**config.mk**
```make
export PLATFORM = sky130hd
export DESIGN_NAME = signed_offset_frame_parser_flat
export DESIGN_NICKNAME = d
export VERILOG_FILES = /design/src/design/sofp_pkg.sv /design/src/design/sofp_req_if.sv /design/src/design/sofp_rsp_if.sv /design/src/design/sofp_slew.sv /design/src/design/signed_offset_frame_parser.sv /design/src/flat_wrapper.sv
export SDC_FILE = /design/constraint.sdc
export NUM_CORES = 1
export LEC_CHECK = 0
export ABC_AREA = 1
export BUFFER_PORTS_ARGS = -buffer_cell sky130_fd_sc_hd__buf_2
export CAP_MARGIN = 20
export CORE_ASPECT_RATIO = 0.7
export CORE_UTILIZATION = 45
export CTS_CLUSTER_SIZE = 8
export DETAILED_ROUTE_END_ITERATION = 16
export SLEW_MARGIN = 10
export SYNTH_ARGS = -nofsm -noshare
export SYNTH_HDL_FRONTEND = slang
export SYNTH_SLANG_ARGS = --single-unit
```
**constraint.sdc**
```tcl
create_clock -name clock -period 5.48 [get_ports clock]
set_input_delay 0.548 -clock clock [delete_from_list [all_inputs] [get_ports clock]]
set_output_delay 0.548 -clock clock [all_outputs]
set_load 0.005 [all_outputs]
```
**src/design/sofp_pkg.sv**
```systemverilog
// ----------------------------------------------------------------------------
// sofp_pkg
// Shared constants and types of the signed offset frame parser.
// ----------------------------------------------------------------------------
package sofp_pkg;

   localparam int FrameBufferSize = 8;
   localparam int CharCountWidth  = $clog2(FrameBufferSize);
   localparam logic [CharCountWidth-1:0] MaxChars = CharCountWidth'(FrameBufferSize - 1);

   localparam int JumpWidth    = 15;
   localparam int TimeoutWidth = 16;
   localparam int CsrDataWidth = 16;
   localparam int CsrIndexWidth = 2;

   localparam logic [CsrIndexWidth-1:0] CsrMaxJump = 2'd0;
   localparam logic [CsrIndexWidth-1:0] CsrTimeout = 2'd1;

   localparam logic [JumpWidth-1:0]    MaxJumpReset = 15'd30;
   localparam logic [TimeoutWidth-1:0] TimeoutReset = 16'd100;

   localparam logic ReqByte = 1'b0;
   localparam logic ReqPoll = 1'b1;

   localparam logic [7:0] CharHeader  = 8'h64;
   localparam logic [7:0] CharNewline = 8'h0a;
   localparam logic [7:0] CharMinus   = 8'h2d;
   localparam logic [7:0] CharZero    = 8'h30;
   localparam logic [7:0] CharNine    = 8'h39;

   typedef struct packed {
      logic                 negative;
      logic [15:0]          accumulator;
      logic [15:0]          filtered;
      logic [JumpWidth-1:0] max_jump;
   } slew_in_type;

endpackage

```
**src/design/sofp_req_if.sv**
```systemverilog
// ----------------------------------------------------------------------------
// sofp_req_if
// Request channel: one received byte or one timeout poll.
// ----------------------------------------------------------------------------
interface sofp_req_if;
   logic        valid;
   logic        ready;
   logic        req_type;
   logic [7:0]  rx_byte;
   logic [31:0] now_ms;

   modport source (output valid, output req_type, output rx_byte, output now_ms,
                   input ready);
   modport sink   (input valid, input req_type, input rx_byte, input now_ms,
                   output ready);
endinterface

```
**src/design/sofp_rsp_if.sv**
```systemverilog
// ----------------------------------------------------------------------------
// sofp_rsp_if
// Result channel: published offset, update flag and counters.
// ----------------------------------------------------------------------------
interface sofp_rsp_if;
   logic               valid;
   logic               ready;
   logic signed [15:0] offset_value;
   logic               offset_updated;
   logic [31:0]        last_update_ms;
   logic [15:0]        good_frames;
   logic [15:0]        lost_frames;
   logic [15:0]        bytes_seen;

   modport source (output valid, output offset_value, output offset_updated,
                   output last_update_ms, output good_frames, output lost_frames,
                   output bytes_seen, input ready);
   modport sink   (input valid, input offset_value, input offset_updated,
                   input last_update_ms, input good_frames, input lost_frames,
                   input bytes_seen, output ready);
endinterface

```
**src/design/sofp_slew.sv**
```systemverilog
// ----------------------------------------------------------------------------
// sofp_slew
// Applies the sign to the accumulated value and limits its step against
// the previous accepted value.
// ----------------------------------------------------------------------------
module sofp_slew
   import sofp_pkg::*;
(
   input  slew_in_type slew_in,
   output logic [15:0] value_out
);

   logic [15:0]        value;
   logic signed [16:0] diff;
   logic signed [16:0] lim;

   always_comb begin
      value = slew_in.negative ? 16'(16'd0 - slew_in.accumulator) : slew_in.accumulator;
      diff  = 17'(signed'(16'(value - slew_in.filtered)));
      lim   = signed'({2'b00, slew_in.max_jump});
      priority if (diff > lim) begin
         value_out = 16'(slew_in.filtered + {1'b0, slew_in.max_jump});
      end else if (diff < -lim) begin
         value_out = 16'(slew_in.filtered - {1'b0, slew_in.max_jump});
      end else begin
         value_out = value;
      end
   end

endmodule

```
**src/design/signed_offset_frame_parser.sv**
```systemverilog
// ----------------------------------------------------------------------------
// signed_offset_frame_parser
// Frame parser for "d[-]digits\n" offset frames with slew limiting.
// ----------------------------------------------------------------------------
// Every request (a received byte or a timeout poll) gives exactly one response
// carrying the published offset and the counters after that request. The parser
// state updates at the accepting edge and the response appears in the output
// register on the next cycle, so one request per cycle is sustained while the
// response side keeps up; the output register holds a stalled response and the
// block takes a new request in the same cycle that the held one is taken.
module signed_offset_frame_parser
   import sofp_pkg::*;
(
   input  logic                     clock,
   input  logic                     reset,
   sofp_req_if.sink                 req,
   sofp_rsp_if.source               rsp,
   input  logic                     csr_we,
   input  logic [CsrIndexWidth-1:0] csr_index,
   input  logic [CsrDataWidth-1:0]  csr_wdata
);

   logic [JumpWidth-1:0]    max_jump_ff;
   logic [TimeoutWidth-1:0] timeout_ff;

   logic                      in_frame_ff, in_frame_in;
   logic [CharCountWidth-1:0] count_ff, count_in;
   logic                      negative_ff, negative_in;
   logic [15:0]               acc_ff, acc_in;
   logic [15:0]               filtered_ff, filtered_in;
   logic [31:0]               header_ff, header_in;
   logic [31:0]               update_ff, update_in;
   logic [15:0]               good_ff, good_in;
   logic [15:0]               lost_ff, lost_in;
   logic [15:0]               bytes_ff, bytes_in;
   logic                      updated_in;

   logic                      rsp_valid_ff;
   logic                      rsp_updated_ff;
   logic [15:0]               rsp_value_ff;
   logic [31:0]               rsp_time_ff;
   logic [15:0]               rsp_good_ff;
   logic [15:0]               rsp_lost_ff;
   logic [15:0]               rsp_bytes_ff;

   logic        accept;
   logic        is_digit;
   logic        is_sign;
   logic [31:0] age;
   logic [15:0] slewed;
   slew_in_type slew_in;

   assign req.ready = !rsp_valid_ff || rsp.ready;
   assign accept    = req.valid && req.ready;

   assign is_digit = (req.rx_byte >= CharZero) && (req.rx_byte <= CharNine);
   assign is_sign  = (req.rx_byte == CharMinus) && (count_ff == '0);
   assign age      = req.now_ms - header_ff;

   assign slew_in.negative    = negative_ff;
   assign slew_in.accumulator = acc_ff;
   assign slew_in.filtered    = filtered_ff;
   assign slew_in.max_jump    = max_jump_ff;

   sofp_slew u_slew (
      .slew_in   (slew_in),
      .value_out (slewed)
   );

   always_comb begin
      in_frame_in = in_frame_ff;
      count_in    = count_ff;
      negative_in = negative_ff;
      acc_in      = acc_ff;
      filtered_in = filtered_ff;
      header_in   = header_ff;
      update_in   = update_ff;
      good_in     = good_ff;
      lost_in     = lost_ff;
      bytes_in    = bytes_ff;
      updated_in  = 1'b0;
      if (req.req_type == ReqByte) begin
         bytes_in = 16'(bytes_ff + 16'd1);
         priority if (!in_frame_ff) begin
            if (req.rx_byte == CharHeader) begin
               in_frame_in = 1'b1;
               count_in    = '0;
               negative_in = 1'b0;
               acc_in      = '0;
               header_in   = req.now_ms;
            end
         end else if (req.rx_byte == CharNewline) begin
            in_frame_in = 1'b0;
            if (count_ff != '0) begin
               filtered_in = slewed;
               update_in   = req.now_ms;
               good_in     = 16'(good_ff + 16'd1);
               updated_in  = 1'b1;
            end
         end else if (!is_digit && !is_sign) begin
            in_frame_in = 1'b0;
         end else if (count_ff == MaxChars) begin
            in_frame_in = 1'b0;
            lost_in     = 16'(lost_ff + 16'd1);
         end else begin
            if (is_digit) begin
               acc_in = 16'({acc_ff, 3'b000} + {acc_ff, 1'b0} + {8'd0, req.rx_byte - CharZero});
            end else begin
               negative_in = 1'b1;
            end
            count_in = CharCountWidth'(count_ff + 1'b1);
         end
      end else if (in_frame_ff && (age > {16'd0, timeout_ff})) begin
         in_frame_in = 1'b0;
         lost_in     = 16'(lost_ff + 16'd1);
      end
   end

   // configuration
   always_ff @(posedge clock) begin
      if (reset) begin
         max_jump_ff <= MaxJumpReset;
         timeout_ff  <= TimeoutReset;
      end else if (csr_we) begin
         if (csr_index == CsrMaxJump) begin
            max_jump_ff <= csr_wdata[JumpWidth-1:0];
         end
         if (csr_index == CsrTimeout) begin
            timeout_ff <= csr_wdata[TimeoutWidth-1:0];
         end
      end
   end

   // parser state
   always_ff @(posedge clock) begin
      if (reset) begin
         in_frame_ff <= 1'b0;
         count_ff    <= '0;
         negative_ff <= 1'b0;
         acc_ff      <= '0;
         filtered_ff <= '0;
         header_ff   <= '0;
         update_ff   <= '0;
         good_ff     <= '0;
         lost_ff     <= '0;
         bytes_ff    <= '0;
      end else if (accept) begin
         in_frame_ff <= in_frame_in;
         count_ff    <= count_in;
         negative_ff <= negative_in;
         acc_ff      <= acc_in;
         filtered_ff <= filtered_in;
         header_ff   <= header_in;
         update_ff   <= update_in;
         good_ff     <= good_in;
         lost_ff     <= lost_in;
         bytes_ff    <= bytes_in;
      end
   end

   // response register
   always_ff @(posedge clock) begin
      if (reset) begin
         rsp_valid_ff <= 1'b0;
      end else if (accept) begin
         rsp_valid_ff <= 1'b1;
      end else if (rsp.ready) begin
         rsp_valid_ff <= 1'b0;
      end
   end

   always_ff @(posedge clock) begin
      if (accept) begin
         rsp_updated_ff <= updated_in;
         rsp_value_ff   <= filtered_in;
         rsp_time_ff    <= update_in;
         rsp_good_ff    <= good_in;
         rsp_lost_ff    <= lost_in;
         rsp_bytes_ff   <= bytes_in;
      end
   end

   assign rsp.valid          = rsp_valid_ff;
   assign rsp.offset_value   = signed'(rsp_value_ff);
   assign rsp.offset_updated = rsp_updated_ff;
   assign rsp.last_update_ms = rsp_time_ff;
   assign rsp.good_frames    = rsp_good_ff;
   assign rsp.lost_frames    = rsp_lost_ff;
   assign rsp.bytes_seen     = rsp_bytes_ff;

endmodule

```
**src/flat_wrapper.sv**
```systemverilog
// flat-port wrapper written by rule: the top's interface ports become plain ports
module signed_offset_frame_parser_flat import sofp_pkg::*;
  (clock, reset, csr_we, csr_index, csr_wdata, req_valid, req_req_type, req_rx_byte, req_now_ms, req_ready, rsp_valid, rsp_offset_value, rsp_offset_updated, rsp_last_update_ms, rsp_good_frames, rsp_lost_frames, rsp_bytes_seen, rsp_ready);
  sofp_req_if req_i ();
  sofp_rsp_if rsp_i ();
  input  logic clock;
  input  logic reset;
  input  logic csr_we;
  input  logic [CsrIndexWidth-1:0] csr_index;
  input  logic [CsrDataWidth-1:0] csr_wdata;
  input wire logic [$bits(req_i.valid)-1:0] req_valid;
  input wire logic [$bits(req_i.req_type)-1:0] req_req_type;
  input wire logic [$bits(req_i.rx_byte)-1:0] req_rx_byte;
  input wire logic [$bits(req_i.now_ms)-1:0] req_now_ms;
  output wire logic [$bits(req_i.ready)-1:0] req_ready;
  output wire logic [$bits(rsp_i.valid)-1:0] rsp_valid;
  output wire logic [$bits(rsp_i.offset_value)-1:0] rsp_offset_value;
  output wire logic [$bits(rsp_i.offset_updated)-1:0] rsp_offset_updated;
  output wire logic [$bits(rsp_i.last_update_ms)-1:0] rsp_last_update_ms;
  output wire logic [$bits(rsp_i.good_frames)-1:0] rsp_good_frames;
  output wire logic [$bits(rsp_i.lost_frames)-1:0] rsp_lost_frames;
  output wire logic [$bits(rsp_i.bytes_seen)-1:0] rsp_bytes_seen;
  input wire logic [$bits(rsp_i.ready)-1:0] rsp_ready;
  assign req_i.valid = req_valid;
  assign req_i.req_type = req_req_type;
  assign req_i.rx_byte = req_rx_byte;
  assign req_i.now_ms = req_now_ms;
  assign req_ready = req_i.ready;
  assign rsp_valid = rsp_i.valid;
  assign rsp_offset_value = rsp_i.offset_value;
  assign rsp_offset_updated = rsp_i.offset_updated;
  assign rsp_last_update_ms = rsp_i.last_update_ms;
  assign rsp_good_frames = rsp_i.good_frames;
  assign rsp_lost_frames = rsp_i.lost_frames;
  assign rsp_bytes_seen = rsp_i.bytes_seen;
  assign rsp_i.ready = rsp_ready;
  signed_offset_frame_parser u_core (.clock(clock), .reset(reset), .req(req_i), .rsp(rsp_i), .csr_we(csr_we), .csr_index(csr_index), .csr_wdata(csr_wdata));
endmodule
```
# Word-level counts from Yosys, hierarchy flattened
# Index checks and enable logic that the tools add are counted.
# totals
regBits	278
in_bits	64
out_inout_bits	99
wordCells	122
# op_classes
n_addsub	13
order_cmp	5
eq_ne	11
muxes	49
n_bitwise	3
reduce_logical	22
# ops
op	n
$mux 16	24
$mux 32	4
$add 16x1->16 const B	3
$gt 32x16->1	1
$sub 32x32->32	1
$lt 16x17->1	1
$neg 15->17	1
$add 16x15->16	1
$add 16x16->16	1
$add 16x8->16	1
$gt 16x16->1	1
$mux 1	16
$sub 1x16->16 const A	1
$sub 16x15->16	1
$sub 16x16->16	1
$mux 3	5
$reduce_and 7->1	2
$ne 2x2->1 const B	5
$eq 8x4->1 const B	1
$eq 8x6->1 const B	1
$eq 8x7->1 const B	1
$ge 8x6->1 const B	1
$le 8x6->1 const B	1
$sub 8x6->8 const B	1
16 further kinds	27

# Logic depth before layout (Yosys ltp)
# logic_depth
word_depth	10
mapped_depth	35
depth_no_buf	35

# By module
# Synthesis repeated with hierarchy kept, for this count alone.
# unflattened
cells_unflattened	2904
area_unflattened_um2	20068.0
# by_module_without_submodules
mod	n_inst	cells_each	area_each_um2	seq_area_each_um2
signed_offset_frame_parser	1	2201	15874.0	6536.3
sofp_slew	1	703	4194.0	0.0

# Worst setup path before layout
# OpenSTA, ideal clock, no wires.
# synth_timing
path_kind	input -> register
startpoint	input rsp_ready
endpoint	register u_core.rsp_bytes_ff[0] (netlist: u_core.rsp.bytes_seen[0]) (enable)
setup_time_ns	0.499
arrival_time_ns	3.777
t_required_ns	4.981
path_slack_ns	1.204
path_stages	5
n_path_buf	1
cell_sequence	inv_1 nand2_1 nand2_1 inv_2 clkbuf_1
# synth_between
elab_chain_len	2
# synth_rtl
element	line	source
start: declaration	flat_wrapper.sv:23	input wire logic [$bits(rsp_i.ready)-1:0] rsp_ready;
$logic_or 1x1->1	signed_offset_frame_parser.sv:53	assign req.ready = !rsp_valid_ff || rsp.ready;
net req_ready	flat_wrapper.sv:15	output wire logic [$bits(req_i.ready)-1:0] req_ready;
$logic_and 1x1->1	signed_offset_frame_parser.sv:54	assign accept = req.valid && req.ready;
net u_core.accept	signed_offset_frame_parser.sv:46	logic accept;
end signal: assignment	signed_offset_frame_parser.sv:179	rsp_bytes_ff <= bytes_in;
end: declaration	signed_offset_frame_parser.sv:44	logic [15:0] rsp_bytes_ff;
# The timed path passes the listed nets, and every way through them passes these cells.
# A chain may end at the register's enable or synchronous reset.

# Final worst setup path
# layout_timing
startpoint	register u_core.acc_ff[0]
endpoint	register u_core.rsp_value_ff[15] (netlist: u_core.rsp.offset_value[15]) (data pin)
# layout_between
elab_chain_len	10
word_cells_on_any_way	11
classes_between	2 x add/sub; 2 x order compare; 7 x mux
# layout_rtl
element	line	source
start: declaration	signed_offset_frame_parser.sv:29	logic [15:0] acc_ff, acc_in;
start signal: assignment	signed_offset_frame_parser.sv:151	acc_ff <= acc_in;
$sub 1x16->16	sofp_slew.sv:18	value = slew_in.negative ? 16'(16'd0 - slew_in.accumulator) : slew_in.accumulator;
$mux 16 *	sofp_slew.sv:18	
$sub 16x16->16	sofp_slew.sv:19	diff = 17'(signed'(16'(value - slew_in.filtered)));
$lt 16x17->1	sofp_slew.sv:23	end else if (diff < -lim) begin
$mux 16	sofp_slew.sv:23	
$mux 16 *	sofp_slew.sv:21	priority if (diff > lim) begin
$mux 16 *	signed_offset_frame_parser.sv:94	if (count_ff != '0) begin
$mux 16 *	signed_offset_frame_parser.sv:92	end else if (req.rx_byte == CharNewline) begin
$mux 16 *	signed_offset_frame_parser.sv:84	priority if (!in_frame_ff) begin
$mux 16 *	signed_offset_frame_parser.sv:82	if (req.req_type == ReqByte) begin
net u_core.filtered_in[15]	signed_offset_frame_parser.sv:30	logic [15:0] filtered_ff, filtered_in;
end signal: assignment	signed_offset_frame_parser.sv:175	rsp_value_ff <= filtered_in;
end: declaration	signed_offset_frame_parser.sv:40	logic [15:0] rsp_value_ff;
# Mark *: on every way through the listed nets, which the timed path passes. The rest lies on a longest branch.

==> metrics.cfg <==
[timing]
skew_ns = 0.0264
min_period_ns = 4.93
worst_pin_slew_ns = 0.956
final-hold-violation-count = 0
maxSlewViolCount = 0
setup_viol = 0
max_freq_mhz = 203
slew_headroom = 0.361
hold_ws_ns = 0.234
timing.final.crit_share = 0.899
finalSetupTns_ns = 0
fin_ws_ns = 0.553

[synth]
yosysSeqAreaShare = 0.336
synth_edf_count = 97
synth_top_area_frac = 0.186
syn_inst = 2788
ys_ff_latch = 278
synth_area_per_cell_um2 = 6.98
mappedNetlistArea_um2 = 19500
synth_cell_types = 50
synthFlopType = dfxtp_1
async_flop_share = 0
synthTopCellsByArea = dfxtp_1 19%, edfxtp_1 15%, nand2_1 12%, ha_1 9.7%, inv_1 9.6%
synth_nets = 3013
ys_warn_count = 0
synth_top_area_cell = dfxtp_1

[detailed_routing]
wirelength_mm = 60.1
wl_met1_mm = 30.9
met3WireLength_mm = 4.64
routed.top_layer = met4
wl_per_cell_um = 17.2
drtPass1Iterations = 5
drc_errors = 0
antenna_left = 0
vias = 18300
wl_met2_mm = 23.4
drtIter0Drc = 1518
routed_via_density = 5.22

[global_routing]
grt_max_degree = 88
grt_usage = 0.271
grt_pass1_wl_mm = 94.0
grt_pass1_vias = 16800
overflow = 0
antenna_found_initial = 3

[placement]
pre_cts_ws_ns = 0.443
gp_congestion = 0.974
portBuffers = 162
hpwl_mm = 46.0

[power_and_ir_drop]
ir_drop_uv = 220
powerDensity_nw_per_um2 = 269
leakagePower_uw = 0.0108

[layout]
drive_above_1_share = 0.0941
final_util = 0.516
layout_common_cells = 611 x nand2_1, 496 x inv_1, 267 x o21ai_0
syn_to_final_growth_pct = 12.6
final_common_cell = nand2_1
nets = 3138

[die]
die_h_um = 176
core_area_um2 = 42500
die_x_um = 251
initial_core_util = 0.458
die-area_um2 = 44100
ios = 163
rows = 63

[clocking]
cts_htree_levels = 2
clk_latency_ns = 0.56
cts_tree = yes
clock_path_buffers = 3
cts.sinks = 278
cts_hold_buf = 0
cts_made_buffers = 40
path_clk_slew_ns = 0.06
cts-root-buf = clkbuf_16

[critical_path]
slowest_delay_ns = 0.34
crit_type = flip-flop to flip-flop
critPathLaunchType = flip-flop
crit_top_cell = nand2_1
cpMaxStageDelayCell = dfxtp_1
crit_path_max_fanout = 30
r2r_cells = 29
crit_required_ns = 5.80
crit_path_end_kind = flip-flop
critical_path_arrival_ns = 5.25

[flow_run]
cap_violations = 0

[worst_hold_path]
hold_depth = 3
hp-class = input port to flip-flop

[run_status]
status = finished, final reports clean

==> critical path, delay by kind of cell (launching register included) <==
| kind | cells | cell delay [ns] |
|---|---|---|
| AO/OA/AOI/OAI | 3 | 0.52 |
| adder cells (fa/ha/maj) | 3 | 0.84 |
| XOR/XNOR | 2 | 0.34 |
| AND/OR/NAND/NOR | 15 | 1.95 |
| flip-flops | 1 | 0.34 |
| buffers and inverters | 6 | 0.69 |
==> final timing paths <==
kind                        from  slack (ns)                           to
max             u_core.acc_ff[0]        0.55  u_core.rsp.offset_value[15]
min                 csr_wdata[4]        0.23        u_core.max_jump_ff[4]
max reg2reg     u_core.acc_ff[0]        0.55  u_core.rsp.offset_value[15]
min reg2reg  u_core.header_ff[4]        0.46          u_core.header_ff[4]
==> power breakdown <==
group          internal, µW  leakage [µW]  switching, µW
clock network          1380      0.000558            987
registers              2280       0.00246           78.7
logic                   397       0.00777            775
total                  4060        0.0108           1840
==> repair_timing <==
| action | CTS | global route |
|---|---|---|
| endpoints found under the setup margin | 0 | 32 |
| buffers inserted | 0 | 0 |
| gates resized for setup | 0 | 5 |
==> cells by family after synthesis <==
group | after synthesis | synth area share
adder cells (fa/ha/maj) | 161 | 0.107
AO/OA/AOI/OAI | 592 | 0.161
buffers and inverters | 600 | 0.118
AND/OR/NAND/NOR | 1042 | 0.226
flip-flops | 278 | 0.336
XOR/XNOR | 115 | 0.0518
==> metrics by stage <==
step	instances	cell area [µm²]	power (µW)
after floorplan	2788	19500	3180
after global placement	3423	20700	3530
after detailed placement	3423	20700	3550
after CTS	3496	21900	5940
after global routing	3499	21900	6200
final	3499	21900	5900
==> final cells by class <==
type                    count  area [µm²]
diodes                      3        7.51
flip-flops and latches    278        6540
well taps                 552         691
multi-input cells        1910       10700
repair buffers            177         930
fillers                  4250       20600
clock inverters             3        76.3
clock buffers              70        1110
inverters                 506        1900
==> Yosys cell counts, types with 2 or more instances <==
library cell,instances
a211oi_1,9
a21boi_0,3
a21oi_1,257
a21oi_2,3
a221oi_1,3
a31oi_1,5
buf_1,3
buf_2,12
buf_6,2
clkbuf_1,75
clkinv_1,2
dfxtp_1,181
edfxtp_1,97
fa_1,10
ha_1,151
inv_1,497
inv_2,7
nand2_1,612
nand2_2,16
nand2_4,3
nand3_1,148
nand3_2,2
nand3b_1,5
nand4_1,33
nor2_1,165
nor2_2,4
nor3_1,33
nor3_2,5
nor4_1,6
o2111ai_1,3
o211ai_1,11
o21ai_0,268
o21ai_1,9
o21bai_1,9
o22ai_1,2
o31ai_1,3
or2_2,8
xnor2_1,11
xor2_1,104
==> per-layer routing <==
metal,GRT usage,up-vias
met5,0,-
met3,0.0573,74
met2,0.383,517
li1,-,9271
met1,0.418,8420
met4,0.0570,0
Note: power is estimated with default switching activity, not from simulation.
